### config.mk
export PLATFORM = sky130hd
export DESIGN_NAME = http_request_header_parser
export DESIGN_NICKNAME = d
export VERILOG_FILES = /design/src/hrhp_pkg.sv /design/src/hrhp_cfg_regs.sv /design/src/http_request_header_parser.sv
export VERILOG_INCLUDE_DIRS = /design/src /design/src/src
export SDC_FILE = /design/constraint.sdc
export NUM_CORES = 1
export LEC_CHECK = 0
export BUFFER_PORTS_ARGS = -buffer_cell sky130_fd_sc_hd__buf_2
export CAP_MARGIN = 20
export CORE_MARGIN = 1
export CORE_UTILIZATION = 50
export CTS_CLUSTER_SIZE = 20
export DETAILED_ROUTE_END_ITERATION = 7
export PLACE_DENSITY = 0.72
export RECOVER_POWER = 25
export REMOVE_ABC_BUFFERS = 1
export SLEW_MARGIN = 10
export SYNTH_ARGS = -nofsm -noshare
export SYNTH_HDL_FRONTEND = slang
export SYNTH_HIERARCHICAL = 1
export SYNTH_SLANG_ARGS = --single-unit
### constraint.sdc
create_clock -name clk -period 6 [get_ports clk]
set_input_delay 0.3 -clock clk [delete_from_list [all_inputs] [get_ports clk]]
set_output_delay 0.3 -clock clk [all_outputs]
set_load 0.005 [all_outputs]
### src/http_request_header_parser_defines.svh
// Assertion macros shared by the parser RTL.
`ifndef HTTP_REQUEST_HEADER_PARSER_DEFINES_SVH
`define HTTP_REQUEST_HEADER_PARSER_DEFINES_SVH

`ifndef ASSERT_OFF

`define HRHP_ASSERT_IMPLY(label, ante, cons, msg) \
  label: assert property (@(posedge clk) disable iff (!rst_n) (ante) |-> (cons)) \
    else $error(msg);

`define HRHP_ASSERT_NEXT(label, ante, cons, msg) \
  label: assert property (@(posedge clk) disable iff (!rst_n) (ante) |=> (cons)) \
    else $error(msg);

`else

`define HRHP_ASSERT_IMPLY(label, ante, cons, msg)

`define HRHP_ASSERT_NEXT(label, ante, cons, msg)

`endif

`endif

### src/hrhp_pkg.sv
package hrhp_pkg;

  // Configuration register indexes (byte address 4 * index).
  localparam int unsigned REG_IDX_W = 2;
  localparam logic [REG_IDX_W-1:0] REG_MAX_LINE  = 2'd0;
  localparam logic [REG_IDX_W-1:0] REG_MAX_NAME  = 2'd1;
  localparam logic [REG_IDX_W-1:0] REG_MAX_VALUE = 2'd2;
  localparam logic [REG_IDX_W-1:0] REG_MAX_HDRS  = 2'd3;

  localparam logic [11:0] MAX_LINE_RST  = 12'd1024;
  localparam logic [7:0]  MAX_NAME_RST  = 8'd32;
  localparam logic [11:0] MAX_VALUE_RST = 12'd1024;
  localparam logic [7:0]  MAX_HDRS_RST  = 8'd32;

  typedef struct packed {
    logic [11:0] max_line_length;
    logic [7:0]  max_name_length;
    logic [11:0] max_value_length;
    logic [7:0]  max_header_count;
  } hrhp_cfg_t;

  // Result kinds.
  localparam logic [1:0] EV_LINE   = 2'd0;
  localparam logic [1:0] EV_HEADER = 2'd1;
  localparam logic [1:0] EV_DONE   = 2'd2;
  localparam logic [1:0] EV_REJECT = 2'd3;

  // Rejection codes.
  localparam logic [3:0] ERR_NONE    = 4'd0;
  localparam logic [3:0] ERR_METHOD  = 4'd1;
  localparam logic [3:0] ERR_CHAR    = 4'd2;
  localparam logic [3:0] ERR_LENGTH  = 4'd3;
  localparam logic [3:0] ERR_VERSION = 4'd4;
  localparam logic [3:0] ERR_COUNT   = 4'd5;
  localparam logic [3:0] ERR_NAME    = 4'd6;
  localparam logic [3:0] ERR_VALUE   = 4'd7;
  localparam logic [3:0] ERR_TRUNC   = 4'd8;

  localparam logic [7:0] CH_TAB   = 8'h09;
  localparam logic [7:0] CH_LF    = 8'h0a;
  localparam logic [7:0] CH_CR    = 8'h0d;
  localparam logic [7:0] CH_SPACE = 8'h20;
  localparam logic [7:0] CH_COLON = 8'h3a;
  localparam logic [7:0] CH_H     = 8'h48;
  localparam logic [7:0] CH_ONE   = 8'h31;
  localparam logic [7:0] PRINT_LO = 8'h20;
  localparam logic [7:0] PRINT_HI = 8'h7f;

  localparam logic [11:0] MIN_NL_OFFSET = 12'd14;
  localparam int unsigned GET_LEN  = 5;
  localparam int unsigned HEAD_LEN = 6;
  localparam int unsigned VER_LEN  = 7;
  localparam int unsigned TAIL_DEPTH = 9;

  // "HTTP/1." in stream order.
  localparam logic [7:0] VER_TEXT [VER_LEN] = '{8'h48, 8'h54, 8'h54, 8'h50, 8'h2f, 8'h31, 8'h2e};

  // Expected method prefix byte: "HEAD /" or "GET /".
  function automatic logic [7:0] prefix_byte(input logic head, input logic [2:0] pos);
    logic [7:0] b;
    b = 8'h00;
    if (head) begin
      case (pos)
        3'd0: b = 8'h48;
        3'd1: b = 8'h45;
        3'd2: b = 8'h41;
        3'd3: b = 8'h44;
        3'd4: b = 8'h20;
        3'd5: b = 8'h2f;
        default: b = 8'h00;
      endcase
    end else begin
      case (pos)
        3'd0: b = 8'h47;
        3'd1: b = 8'h45;
        3'd2: b = 8'h54;
        3'd3: b = 8'h20;
        3'd4: b = 8'h2f;
        default: b = 8'h00;
      endcase
    end
    return b;
  endfunction

  function automatic logic is_name_char(input logic [7:0] b);
    return (b >= 8'h30 && b <= 8'h39) || (b >= 8'h41 && b <= 8'h5a) ||
           (b >= 8'h61 && b <= 8'h7a) || b == 8'h2d || b == 8'h5f;
  endfunction

endpackage

### src/hrhp_cfg_regs.sv
module hrhp_cfg_regs
  import hrhp_pkg::*;
(
  input  logic        clk,
  input  logic        rst_n,
  input  logic        psel,
  input  logic        penable,
  input  logic        pwrite,
  input  logic [3:0]  paddr,
  input  logic [31:0] pwdata,
  output logic [31:0] prdata,
  output logic        pready,
  output hrhp_cfg_t   cfg
);

  hrhp_cfg_t cfg_r;
  hrhp_cfg_t cfg_nxt;
  logic [REG_IDX_W-1:0] reg_idx;

  assign reg_idx = paddr[3:2];
  assign pready  = 1'b1;
  assign cfg     = cfg_r;

  always_comb begin
    cfg_nxt = cfg_r;
    if (psel && penable && pwrite) begin
      unique case (reg_idx)
        REG_MAX_LINE:  cfg_nxt.max_line_length  = pwdata[11:0];
        REG_MAX_NAME:  cfg_nxt.max_name_length  = pwdata[7:0];
        REG_MAX_VALUE: cfg_nxt.max_value_length = pwdata[11:0];
        REG_MAX_HDRS:  cfg_nxt.max_header_count = pwdata[7:0];
        default:       cfg_nxt = cfg_r;
      endcase
    end
  end

  always_comb begin
    unique case (reg_idx)
      REG_MAX_LINE:  prdata = {20'd0, cfg_r.max_line_length};
      REG_MAX_NAME:  prdata = {24'd0, cfg_r.max_name_length};
      REG_MAX_VALUE: prdata = {20'd0, cfg_r.max_value_length};
      REG_MAX_HDRS:  prdata = {24'd0, cfg_r.max_header_count};
      default:       prdata = 32'd0;
    endcase
  end

  always_ff @(posedge clk) begin
    if (!rst_n) begin
      cfg_r.max_line_length  <= MAX_LINE_RST;
      cfg_r.max_name_length  <= MAX_NAME_RST;
      cfg_r.max_value_length <= MAX_VALUE_RST;
      cfg_r.max_header_count <= MAX_HDRS_RST;
    end else begin
      cfg_r <= cfg_nxt;
    end
  end

endmodule

### src/http_request_header_parser.sv
// HTTP request header parser. Takes one request byte per cycle on the in_ channel and
// reports at most one result per byte on the out_ channel: request line accepted, header
// framed (index, name and value lengths), headers complete, or a coded rejection. Each byte
// is handled by the combinational phase logic; its result sits in the output register
// the cycle after acceptance, and a new byte is taken every cycle while that register is
// empty or being drained, so the sustained rate is one byte per clock. After completion or
// rejection, bytes are consumed silently until one arrives with in_first_of_flow set.
// Limit registers sit at byte addresses 0x0 (line), 0x4 (name), 0x8 (value) and 0xC
// (header count) and should be written while the block is idle.
`include "http_request_header_parser_defines.svh"

module http_request_header_parser
  import hrhp_pkg::*;
(
  input  logic        clk,
  input  logic        rst_n,

  input  logic        in_valid,
  output logic        in_ready,
  input  logic [7:0]  in_data_byte,
  input  logic        in_first_of_flow,
  input  logic        in_end_of_data,

  output logic        out_valid,
  input  logic        out_ready,
  output logic [1:0]  out_event_kind,
  output logic [3:0]  out_error_code,
  output logic        out_minor_is_one,
  output logic [7:0]  out_header_index,
  output logic [7:0]  out_name_length,
  output logic [11:0] out_value_length,

  input  logic        psel,
  input  logic        penable,
  input  logic        pwrite,
  input  logic [3:0]  paddr,
  input  logic [31:0] pwdata,
  output logic [31:0] prdata,
  output logic        pready
);

  localparam logic [2:0] PH_IDLE   = 3'd0;
  localparam logic [2:0] PH_LINE   = 3'd1;
  localparam logic [2:0] PH_LSTART = 3'd2;
  localparam logic [2:0] PH_NAME   = 3'd3;
  localparam logic [2:0] PH_COLON  = 3'd4;
  localparam logic [2:0] PH_VALUE  = 3'd5;
  localparam logic [2:0] PH_DONE   = 3'd6;
  localparam logic [2:0] PH_REJECT = 3'd7;

  hrhp_cfg_t cfg;

  hrhp_cfg_regs u_cfg_regs (
    .clk     (clk),
    .rst_n   (rst_n),
    .psel    (psel),
    .penable (penable),
    .pwrite  (pwrite),
    .paddr   (paddr),
    .pwdata  (pwdata),
    .prdata  (prdata),
    .pready  (pready),
    .cfg     (cfg)
  );

  // Parse state.
  logic [2:0]  phase_r, phase_nxt;
  logic [11:0] line_offset_r, line_offset_nxt;
  logic [7:0]  name_count_r, name_count_nxt;
  logic [11:0] value_count_r, value_count_nxt;
  logic [7:0]  headers_seen_r, headers_seen_nxt;
  logic        method_head_r, method_head_nxt;
  logic        version_one_r, version_one_nxt;
  logic [7:0]  tail_r [TAIL_DEPTH];
  logic [7:0]  tail_nxt [TAIL_DEPTH];

  // Output register.
  logic        out_valid_r;
  logic [1:0]  kind_r;
  logic [3:0]  err_r;
  logic        minor_r;
  logic [7:0]  idx_r;
  logic [7:0]  nlen_r;
  logic [11:0] vlen_r;

  logic        in_fire;

  // Working view of the state after an optional flow restart.
  logic        restart;
  logic [2:0]  cur_phase;
  logic [11:0] cur_off;
  logic [7:0]  cur_name;
  logic [11:0] cur_value;
  logic [7:0]  cur_hdrs;
  logic        cur_head;
  logic        cur_vone;
  logic [7:0]  cur_tail [TAIL_DEPTH];

  logic        head_now;
  logic        in_prefix;
  logic [7:0]  pfx;
  logic        match_cr, match_lf, ver_ok;
  logic [7:0]  minor_byte;
  logic        do_name, do_value;
  logic [7:0]  name_base;

  logic        ev_valid;
  logic [1:0]  ev_kind;
  logic [3:0]  ev_err;
  logic [7:0]  ev_idx;
  logic [7:0]  ev_nlen;
  logic [11:0] ev_vlen;

  assign in_ready = !out_valid_r || out_ready;
  assign in_fire  = in_valid && in_ready;

  always_comb begin
    restart   = in_first_of_flow || (phase_r == PH_IDLE);
    cur_phase = restart ? PH_LINE : phase_r;
    cur_off   = restart ? 12'd0 : line_offset_r;
    cur_name  = restart ? 8'd0 : name_count_r;
    cur_value = restart ? 12'd0 : value_count_r;
    cur_hdrs  = restart ? 8'd0 : headers_seen_r;
    cur_head  = restart ? 1'b0 : method_head_r;
    cur_vone  = restart ? 1'b0 : version_one_r;
    for (int k = 0; k < TAIL_DEPTH; k++) begin
      cur_tail[k] = restart ? 8'd0 : tail_r[k];
    end

    head_now  = (cur_off == 12'd0) ? (in_data_byte == CH_H) : cur_head;
    in_prefix = head_now ? (cur_off < 12'(HEAD_LEN)) : (cur_off < 12'(GET_LEN));
    pfx       = prefix_byte(head_now, cur_off[2:0]);

    // The version text and its minor digit end either right before the newline or one byte earlier, before a CR.
    match_cr = 1'b1;
    match_lf = 1'b1;
    for (int k = 0; k < VER_LEN; k++) begin
      match_cr = match_cr && (cur_tail[VER_LEN + 1 - k] == VER_TEXT[k]);
      match_lf = match_lf && (cur_tail[VER_LEN - k] == VER_TEXT[k]);
    end
    ver_ok     = (cur_tail[0] == CH_CR) ? match_cr : match_lf;
    minor_byte = (cur_tail[0] == CH_CR) ? cur_tail[1] : cur_tail[0];

    phase_nxt        = cur_phase;
    line_offset_nxt  = cur_off;
    name_count_nxt   = cur_name;
    value_count_nxt  = cur_value;
    headers_seen_nxt = cur_hdrs;
    method_head_nxt  = cur_head;
    version_one_nxt  = cur_vone;
    tail_nxt[0] = in_data_byte;
    for (int k = 1; k < TAIL_DEPTH; k++) begin
      tail_nxt[k] = cur_tail[k-1];
    end

    ev_valid  = 1'b0;
    ev_kind   = EV_LINE;
    ev_err    = ERR_NONE;
    ev_idx    = 8'd0;
    ev_nlen   = 8'd0;
    ev_vlen   = 12'd0;
    do_name   = 1'b0;
    do_value  = 1'b0;
    name_base = cur_name;

    unique case (cur_phase) inside
      PH_LINE: begin
        method_head_nxt = head_now;
        if (in_prefix && in_data_byte != pfx) begin
          ev_valid = 1'b1;
          ev_kind  = EV_REJECT;
          ev_err   = ERR_METHOD;
        end else if (cur_off >= cfg.max_line_length) begin
          ev_valid = 1'b1;
          ev_kind  = EV_REJECT;
          ev_err   = ERR_LENGTH;
        end else if (in_data_byte == CH_LF) begin
          ev_valid = 1'b1;
          if (cur_off < MIN_NL_OFFSET) begin
            ev_kind = EV_REJECT;
            ev_err  = ERR_LENGTH;
          end else if (!ver_ok) begin
            ev_kind = EV_REJECT;
            ev_err  = ERR_VERSION;
          end else begin
            ev_kind         = EV_LINE;
            version_one_nxt = (minor_byte == CH_ONE);
            phase_nxt       = PH_LSTART;
          end
        end else if (in_data_byte != CH_CR &&
                     (in_data_byte < PRINT_LO || in_data_byte > PRINT_HI)) begin
          ev_valid = 1'b1;
          ev_kind  = EV_REJECT;
          ev_err   = ERR_CHAR;
        end else begin
          line_offset_nxt = cur_off + 12'd1;
        end
      end
      PH_LSTART: begin
        if (in_data_byte == CH_CR || in_data_byte == CH_LF) begin
          ev_valid  = 1'b1;
          ev_kind   = EV_DONE;
          phase_nxt = PH_DONE;
        end else if (cur_hdrs >= cfg.max_header_count) begin
          ev_valid = 1'b1;
          ev_kind  = EV_REJECT;
          ev_err   = ERR_COUNT;
        end else begin
          value_count_nxt = 12'd0;
          name_base       = 8'd0;
          name_count_nxt  = 8'd0;
          phase_nxt       = PH_NAME;
          do_name         = 1'b1;
        end
      end
      PH_NAME: begin
        do_name = 1'b1;
      end
      PH_COLON: begin
        phase_nxt = PH_VALUE;
        do_value  = !(in_data_byte == CH_SPACE || in_data_byte == CH_TAB);
      end
      PH_VALUE: begin
        do_value = 1'b1;
      end
      PH_IDLE, PH_DONE, PH_REJECT: begin
        // Finished flow: the byte is dropped and the state is left alone.
        for (int k = 0; k < TAIL_DEPTH; k++) begin
          tail_nxt[k] = cur_tail[k];
        end
      end
    endcase

    if (do_name) begin
      if (is_name_char(in_data_byte)) begin
        if (name_base >= cfg.max_name_length) begin
          ev_valid = 1'b1;
          ev_kind  = EV_REJECT;
          ev_err   = ERR_NAME;
        end else begin
          name_count_nxt = name_base + 8'd1;
        end
      end else if (in_data_byte == CH_COLON && name_base != 8'd0) begin
        phase_nxt = PH_COLON;
      end else begin
        ev_valid = 1'b1;
        ev_kind  = EV_REJECT;
        ev_err   = ERR_NAME;
      end
    end

    if (do_value) begin
      if (in_data_byte == CH_LF) begin
        ev_valid = 1'b1;
        ev_kind  = EV_HEADER;
        ev_idx   = cur_hdrs;
        ev_nlen  = cur_name;
        ev_vlen  = (cur_value != 12'd0 && cur_tail[0] == CH_CR) ? cur_value - 12'd1
                                                                 : cur_value;
        if (cur_hdrs != 8'hff) begin
          headers_seen_nxt = cur_hdrs + 8'd1;
        end
        phase_nxt = PH_LSTART;
      end else if (cur_value >= cfg.max_value_length) begin
        ev_valid = 1'b1;
        ev_kind  = EV_REJECT;
        ev_err   = ERR_VALUE;
      end else begin
        value_count_nxt = cur_value + 12'd1;
      end
    end

    if (ev_valid && ev_kind == EV_REJECT) begin
      phase_nxt = PH_REJECT;
    end

    // A flow that stops mid-request is reported as truncated instead of a line or header result; a rejection wins.
    if (in_end_of_data && phase_nxt != PH_DONE && phase_nxt != PH_REJECT) begin
      ev_valid  = 1'b1;
      ev_kind   = EV_REJECT;
      ev_err    = ERR_TRUNC;
      ev_idx    = 8'd0;
      ev_nlen   = 8'd0;
      ev_vlen   = 12'd0;
      phase_nxt = PH_REJECT;
    end
  end

  always_ff @(posedge clk) begin
    if (!rst_n) begin
      phase_r     <= PH_IDLE;
      out_valid_r <= 1'b0;
    end else begin
      if (in_fire) begin
        phase_r     <= phase_nxt;
        out_valid_r <= ev_valid;
      end else if (out_ready) begin
        out_valid_r <= 1'b0;
      end
    end
  end

  always_ff @(posedge clk) begin
    if (in_fire) begin
      line_offset_r  <= line_offset_nxt;
      name_count_r   <= name_count_nxt;
      value_count_r  <= value_count_nxt;
      headers_seen_r <= headers_seen_nxt;
      method_head_r  <= method_head_nxt;
      version_one_r  <= version_one_nxt;
      for (int k = 0; k < TAIL_DEPTH; k++) begin
        tail_r[k] <= tail_nxt[k];
      end
      kind_r  <= ev_kind;
      err_r   <= ev_err;
      minor_r <= version_one_nxt;
      idx_r   <= ev_idx;
      nlen_r  <= ev_nlen;
      vlen_r  <= ev_vlen;
    end
  end

  assign out_valid        = out_valid_r;
  assign out_event_kind   = kind_r;
  assign out_error_code   = err_r;
  assign out_minor_is_one = minor_r;
  assign out_header_index = idx_r;
  assign out_name_length  = nlen_r;
  assign out_value_length = vlen_r;

  `HRHP_ASSERT_IMPLY(a_err_only_on_reject, out_valid_r, (kind_r == EV_REJECT) == (err_r != ERR_NONE), "error code does not match result kind")
  `HRHP_ASSERT_IMPLY(a_header_fields_zero, out_valid_r && kind_r != EV_HEADER, idx_r == 8'd0 && nlen_r == 8'd0 && vlen_r == 12'd0, "header fields set on a non-header result")
  `HRHP_ASSERT_NEXT(a_done_sticky, phase_r == PH_DONE && !(in_fire && in_first_of_flow), phase_r == PH_DONE, "completed flow left its final phase without a restart")
  `HRHP_ASSERT_IMPLY(a_name_nonempty, phase_r == PH_NAME, name_count_r != 8'd0, "name phase entered with an empty name")

endmodule
# Word level (Yosys, flattened, before mapping)
# Memory sizes are Yosys's and may differ from the RTL's.
# Cells that the tools add are included.
op_classes:
  add_sub_neg: 5
  n_mul: 0
  div: 0
  n_lt_le_gt_ge: 15
  eq_ne: 44
  n_shift: 0
  muxes: 123
  bitwise_logic: 2
  reduce_logical: 50
op_table:
  columns: ["op", "n"]
  rows:
  - ["12-bit two-way mux", 14]
  - ["8-bit two-way mux", 21]
  - ["32-bit case mux with 4 select lines", 1]
  - ["8-bit by 6-bit == test with 1-bit output, second input constant", 10]
  - ["8-bit by 7-bit == test with 1-bit output, second input constant", 9]
  - ["72-bit two-way mux", 1]
  - ["3-bit two-way mux", 19]
  - ["7-bit case mux with 6 select lines", 1]
  - ["4-bit two-way mux", 10]
  - ["7-bit case mux with 5 select lines", 1]
  - ["8-bit by 4-bit == test with 1-bit output, second input constant", 4]
  - ["1-bit two-way mux", 32]
  - ["2-bit two-way mux", 16]
  - ["1-bit logical AND", 25]
  - ["12-bit by 1-bit adder with 12-bit output, second input constant", 2]
  - ["12-bit greater-or-equal comparator", 2]
  - ["12-bit by 3-bit less-than comparator with 1-bit output, second input constant", 2]
  - ["3-bit == test, second input constant", 6]
  - ["8-bit by 1-bit adder with 8-bit output, second input constant", 2]
  - ["8-bit by 7-bit greater-or-equal comparator with 1-bit output, second input constant", 2]
  - ["8-bit greater-or-equal comparator", 2]
  - ["8-bit by 7-bit <= comparator with 1-bit output, second input constant", 2]
  - ["3-bit by 2-bit == test with 1-bit output, second input constant", 4]
  - ["12-bit zero test", 1]
  - ["28 further kinds", 50]
word_totals:
  reg_bits: 120
  latch_bits: 0
  ramBits: 72
  rom_bits: 0
  inputBits: 53
  out_inout_bits: 70
  word_cells: 257
  memories: 1
mem_list:
  columns: ["memory", "words", "width", "rd", "rd_clocked_by_memory_dff", "write_ports", "line", "rtl"]
  rows:
  - ["tail_r", 9, 8, 9, 0, 9, "http_request_header_parser.sv:74", "logic [7:0] tail_r [TAIL_DEPTH];"]

# Depth between registers and ports, before layout
depth:
  word_depth: 31
  depth_mapped: 24
  mapped_depth_nobuf: 20

# Cells and area by module
# Netlist, hierarchy kept.
by_module_without_submodules:
  columns: ["mod", "instances", "cells_each", "area_per_inst_um2", "seq_area_each_um2"]
  rows:
  - ["http_request_header_parser", 1, 1056, 9739.3, 4524.3]
  - ["hrhp_cfg_regs", 1, 192, 1975.6, 800.8]

# Worst setup path before layout
# Ideal clock, no wire load.
synth_timing:
  path_type: "reg-to-reg"
  start: "reg phase_r[0]"
  end: "reg name_count_r[7], data pin"
  setup_time_ns: 0.262
  t_arrival_ns: 5.590
  t_required_ns: 5.738
  path_slack_ns: 0.148
  path_stages_with_launch: 25
  n_path_buf: 4
  synth_period_minus_slack_ns: 5.852
  cell_sequence: "dfxtp_1 buf_2 nor3_1 nor2_1 clkbuf_1 buf_1 clkbuf_1 nand2_1 ha_1 nand2b_1 a21oi_1 maj3_1 o2111a_1 nor2_2 and2_1 ha_1 a21o_1 a21o_1 a21oi_1 o21ai_0 a2111oi_0 nand2_1 or4_1 nor2_1 mux2_1"
synth_via:
  elab_chain_len: 11
  word_cells_on_any_way: 19
  classes_between: "1 x add/sub; 2 x order compare; 2 x eq/ne; 12 x mux; 2 x reduce/logical"
synth_lines:
  columns: ["element", "line", "rtl"]
  rows:
  - ["start, declared", "http_request_header_parser.sv:67", "logic [2:0] phase_r, phase_nxt;"]
  - ["start signal, assigned", "http_request_header_parser.sv:295", "phase_r <= phase_nxt;"]
  - ["3-bit zero test", "http_request_header_parser.sv:118", "restart = in_first_of_flow || (phase_r == PH_IDLE);"]
  - ["1-bit logical OR", "http_request_header_parser.sv:118", null]
  - ["8-bit two-way mux", "http_request_header_parser.sv:123", "cur_hdrs = restart ? 8'd0 : headers_seen_r;"]
  - ["8-bit greater-or-equal comparator", "http_request_header_parser.sv:204", "end else if (cur_hdrs >= cfg.max_header_count) begin"]
  - ["8-bit two-way mux", "http_request_header_parser.sv:204", null]
  - ["8-bit two-way mux", "http_request_header_parser.sv:200", "if (in_data_byte == CH_CR || in_data_byte == CH_LF) begin"]
  - ["8-bit two-way mux", "http_request_header_parser.sv:166", "unique case (cur_phase) inside"]
  - ["8-bit by 1-bit adder with 8-bit output / 8-bit greater-or-equal comparator (equally long branches)", "http_request_header_parser.sv:241, http_request_header_parser.sv:236", null]
  - ["8-bit two-way mux", "http_request_header_parser.sv:236", "if (name_base >= cfg.max_name_length) begin"]
  - ["8-bit two-way mux", "http_request_header_parser.sv:235", "if (is_name_char(in_data_byte)) begin"]
  - ["8-bit two-way mux *", "http_request_header_parser.sv:234", "if (do_name) begin"]
  - ["named net name_count_nxt[7]", "http_request_header_parser.sv:69", "logic [7:0] name_count_r, name_count_nxt;"]
  - ["end signal, assigned", "http_request_header_parser.sv:306", "name_count_r <= name_count_nxt;"]
  - ["end, declared", "http_request_header_parser.sv:69", null]
# The timed path passes the listed nets; every way through them passes the cells marked *.
# A chain may end at the register's enable or synchronous reset.

# Final worst setup path
layout_timing:
  start: "reg phase_r[2]"
  end: "reg name_count_r[7], data pin"
# Same word-level chain as after synthesis.

==> metrics.txt <==
slowest stage delay, CP 0.59 ns; clock sinks 192; most frequent cells in the layout nand2_1, edfxtp_1, a21oi_1; First-pass DRT Iterations 6; Starting DRT DRC Count 742; clk_skew 0.0147 ns; Setup violations, final 0; status complete, but fails checks; Placed Cells 1588; P&R area growth vs syn 9.29%; Port Buffers 79; WL/cell 17.6 µm; Die H 155 µm; final net count 1398; Util after Layout 0.562; total CTS buffers 17; DRC Markers 0; Post-DP HPWL 19800 µm; Sw Pwr 890 µW; Cell Rows 55; setup TNS 0 ns; antenna cells 0; clk slew on worst S/H paths 0.07 ns; ys async rst share 0; pwr/cell area 251 nW/µm²; Finished Layout Cells 1620; synth warn 6; # hold bufs at CTS 0; Crit Path Max Fanout 12; mapped cell area 11700 µm²; Worst Path Arrival 5.70 ns; post-route ant nets 0; hold slack 0.122 ns; via count 9340; Top FF cell, synth edfxtp_1; Die W 155 µm; Synth area leader edfxtp_1; top-area cell type share of the netlist area 0.379; Rel. slew slack -0.984; Critical Path Start Type register; final slew viol count 72; Mapped Cells 1248; register area 5330 µm²; synth unique cells 87; Total Power 3210 µW; H-tree levels 4; antenna violations before repair 0; worst-case clock buffer depth 2; die area 24000 µm²; leakage 0.00512 µW; clock network power share 0.370; period utilization 0.918; kind of path behind the tightest hold check primary input to register; number of global-route vias before repair 8641; RSZ-0062 raised after global routing false; Area contributors post-synth edfxtp_1, nand2_1, dfxtp_1; fraction of layout cells with a size suffix above 1 0.107; sw frac 0.277; combinational fraction of design power 0.134; Initial Util 0.514; postcts setup bufs 0; P_int 2320 µW; GRT overflow 0; failing checks max-capacitance violations, max-slew violations; Root Driver clkbuf_16; total track usage 0.241; largest net degree at the start of global routing 96; measured slew at the worst slew-check pin 2.98 ns; flops & latches, synth 192; WL final 28500 µm; CP Data Required Time 6.19 ns; critical path's slowest cell or4_1; Ports 123; Core ar. 22800 µm²; Critical Path, Cell by Cell nor3_1 > nor2_2 > nand2_1 > ha_1 > nand2b_1 > a21oi_1 > maj3_1 > o2111a_1 > nor2_2 > and2_1 > ha_1 > a21o_1 > a21o_1 > a21oi_1 > o21ai_0 > a2111oi_2 > nand2_1 > or4_1 > nor2_1 > mux2_1; Multi-input gate area 5710 µm²; WS Path Type register to register; TritonCTS clock tree built; syn avg cell area 9.39 µm²; max-cap violation count 1; filler cell count 2014; post-cts resize count 0; number of enable flip-flop cells after synthesis 148; worst vdd ir 153 µV; Final Critical Period 5.51 ns; most common library cell in the layout ignoring fill and taps nand2_1; first-pass GRT wire length 45400 µm; sequential power share 0.496; FMAX 182 MHz; final RePlAce weighted congestion 0.903; Final Hold Viols 0; clk_lat worst skew 0.45 ns; CP Capture Type register; Seq/Total Area, Yosys 0.455; Via density 5.77
[worst paths after layout]
kind                            slack (ns)                            start                         endpoint  cells past startpoint
worst min-delay path                  0.12                        pwdata[8]  u_cfg_regs/cfg[36]$_SDFFE_PN0P_                      3
worst max register to register        0.49          phase_r[2]$_SDFFE_PN0P_        name_count_r[7]$_DFFE_PP_                     20
worst max-delay path                  0.49          phase_r[2]$_SDFFE_PN0P_        name_count_r[7]$_DFFE_PP_                     20
worst min register to register        0.47  u_cfg_regs/cfg[10]$_SDFFE_PN0P_  u_cfg_regs/cfg[10]$_SDFFE_PN0P_                      2
[logic make-up after synthesis]
logic type	share of synthesized area
fa+ha+maj	0.0553
buf+inv	0.0642
compound gates	0.113
xor+xnor	0.0209
other cells	0.000641
flops	0.455
mux	0.0671
simple gates	0.225
[synthesized netlist by cell type (all sizes together), types with 15 or more instances]
master  count
a21o       15
a21oi      91
and2       20
and3       27
buf        40
clkbuf     48
dfxtp      44
edfxtp    148
ha         51
inv        72
mux2i      50
nand2     247
nand3      38
nand4      17
nor2       81
nor3       19
o21ai      43
xnor2      23
[per-layer routing]
layer	up-vias	wire [µm]	global-route usage
met1	4456	12400	0.325
li1	4497	-	-
met5	-	0	0
met3	44	1970	0.0451
met4	0	697	0.0868
met2	343	13400	0.388
[power by group through the flow]
stage,Combinational (µW),Clock (µW),Sequential (µW)
2_1_floorplan,281,0,1610
3_3_place_gp,416,0,1620
3_5_place_dp,425,0,1620
4_1_cts,428,1210,1590
5_1_grt,476,1250,1600
6_report,431,1190,1590
[through the flow]
stage               instance area (µm²)  worst slack, ns
floorplan                         11300          -0.0275
global placement                  12200            0.301
detailed placement                12200            0.215
CTS                               12800            0.177
global route                      12800           0.0426
finish                            12800            0.492
[cell type report]
type	count	area share
timing repair buffer	96	0.0380
clock buffer	18	0.0343
sequential	192	0.416
tap	313	0.0306
clock inverter	14	0.0133
multi-input combinational	915	0.446
inverter	72	0.0215
[critical path: cells and delay by family (launching register included)]
kind | cells | cell delay, ns
adder cells (fa/ha/maj) | 3 | 0.94
multiplexers | 1 | 0.32
flip-flops | 1 | 0.46
AND/OR/NAND/NOR | 9 | 2.18
AO/OA/AOI/OAI | 7 | 1.39
[flip-flops by register name, summed over array words and instances, names as in the netlist]
name	cells
out_event_kind	2
tail_r	72
out_error_code	4
line_offset_r	12
out_valid	1
name_count_r	8
u_cfg_regs/cfg	40
method_head_r	1
headers_seen_r	8
phase_r	3
value_count_r	12
out_name_length	8
out_header_index	8
out_minor_is_one	1
out_value_length	12
No activity file was read; power rests on OpenSTA's default activity.
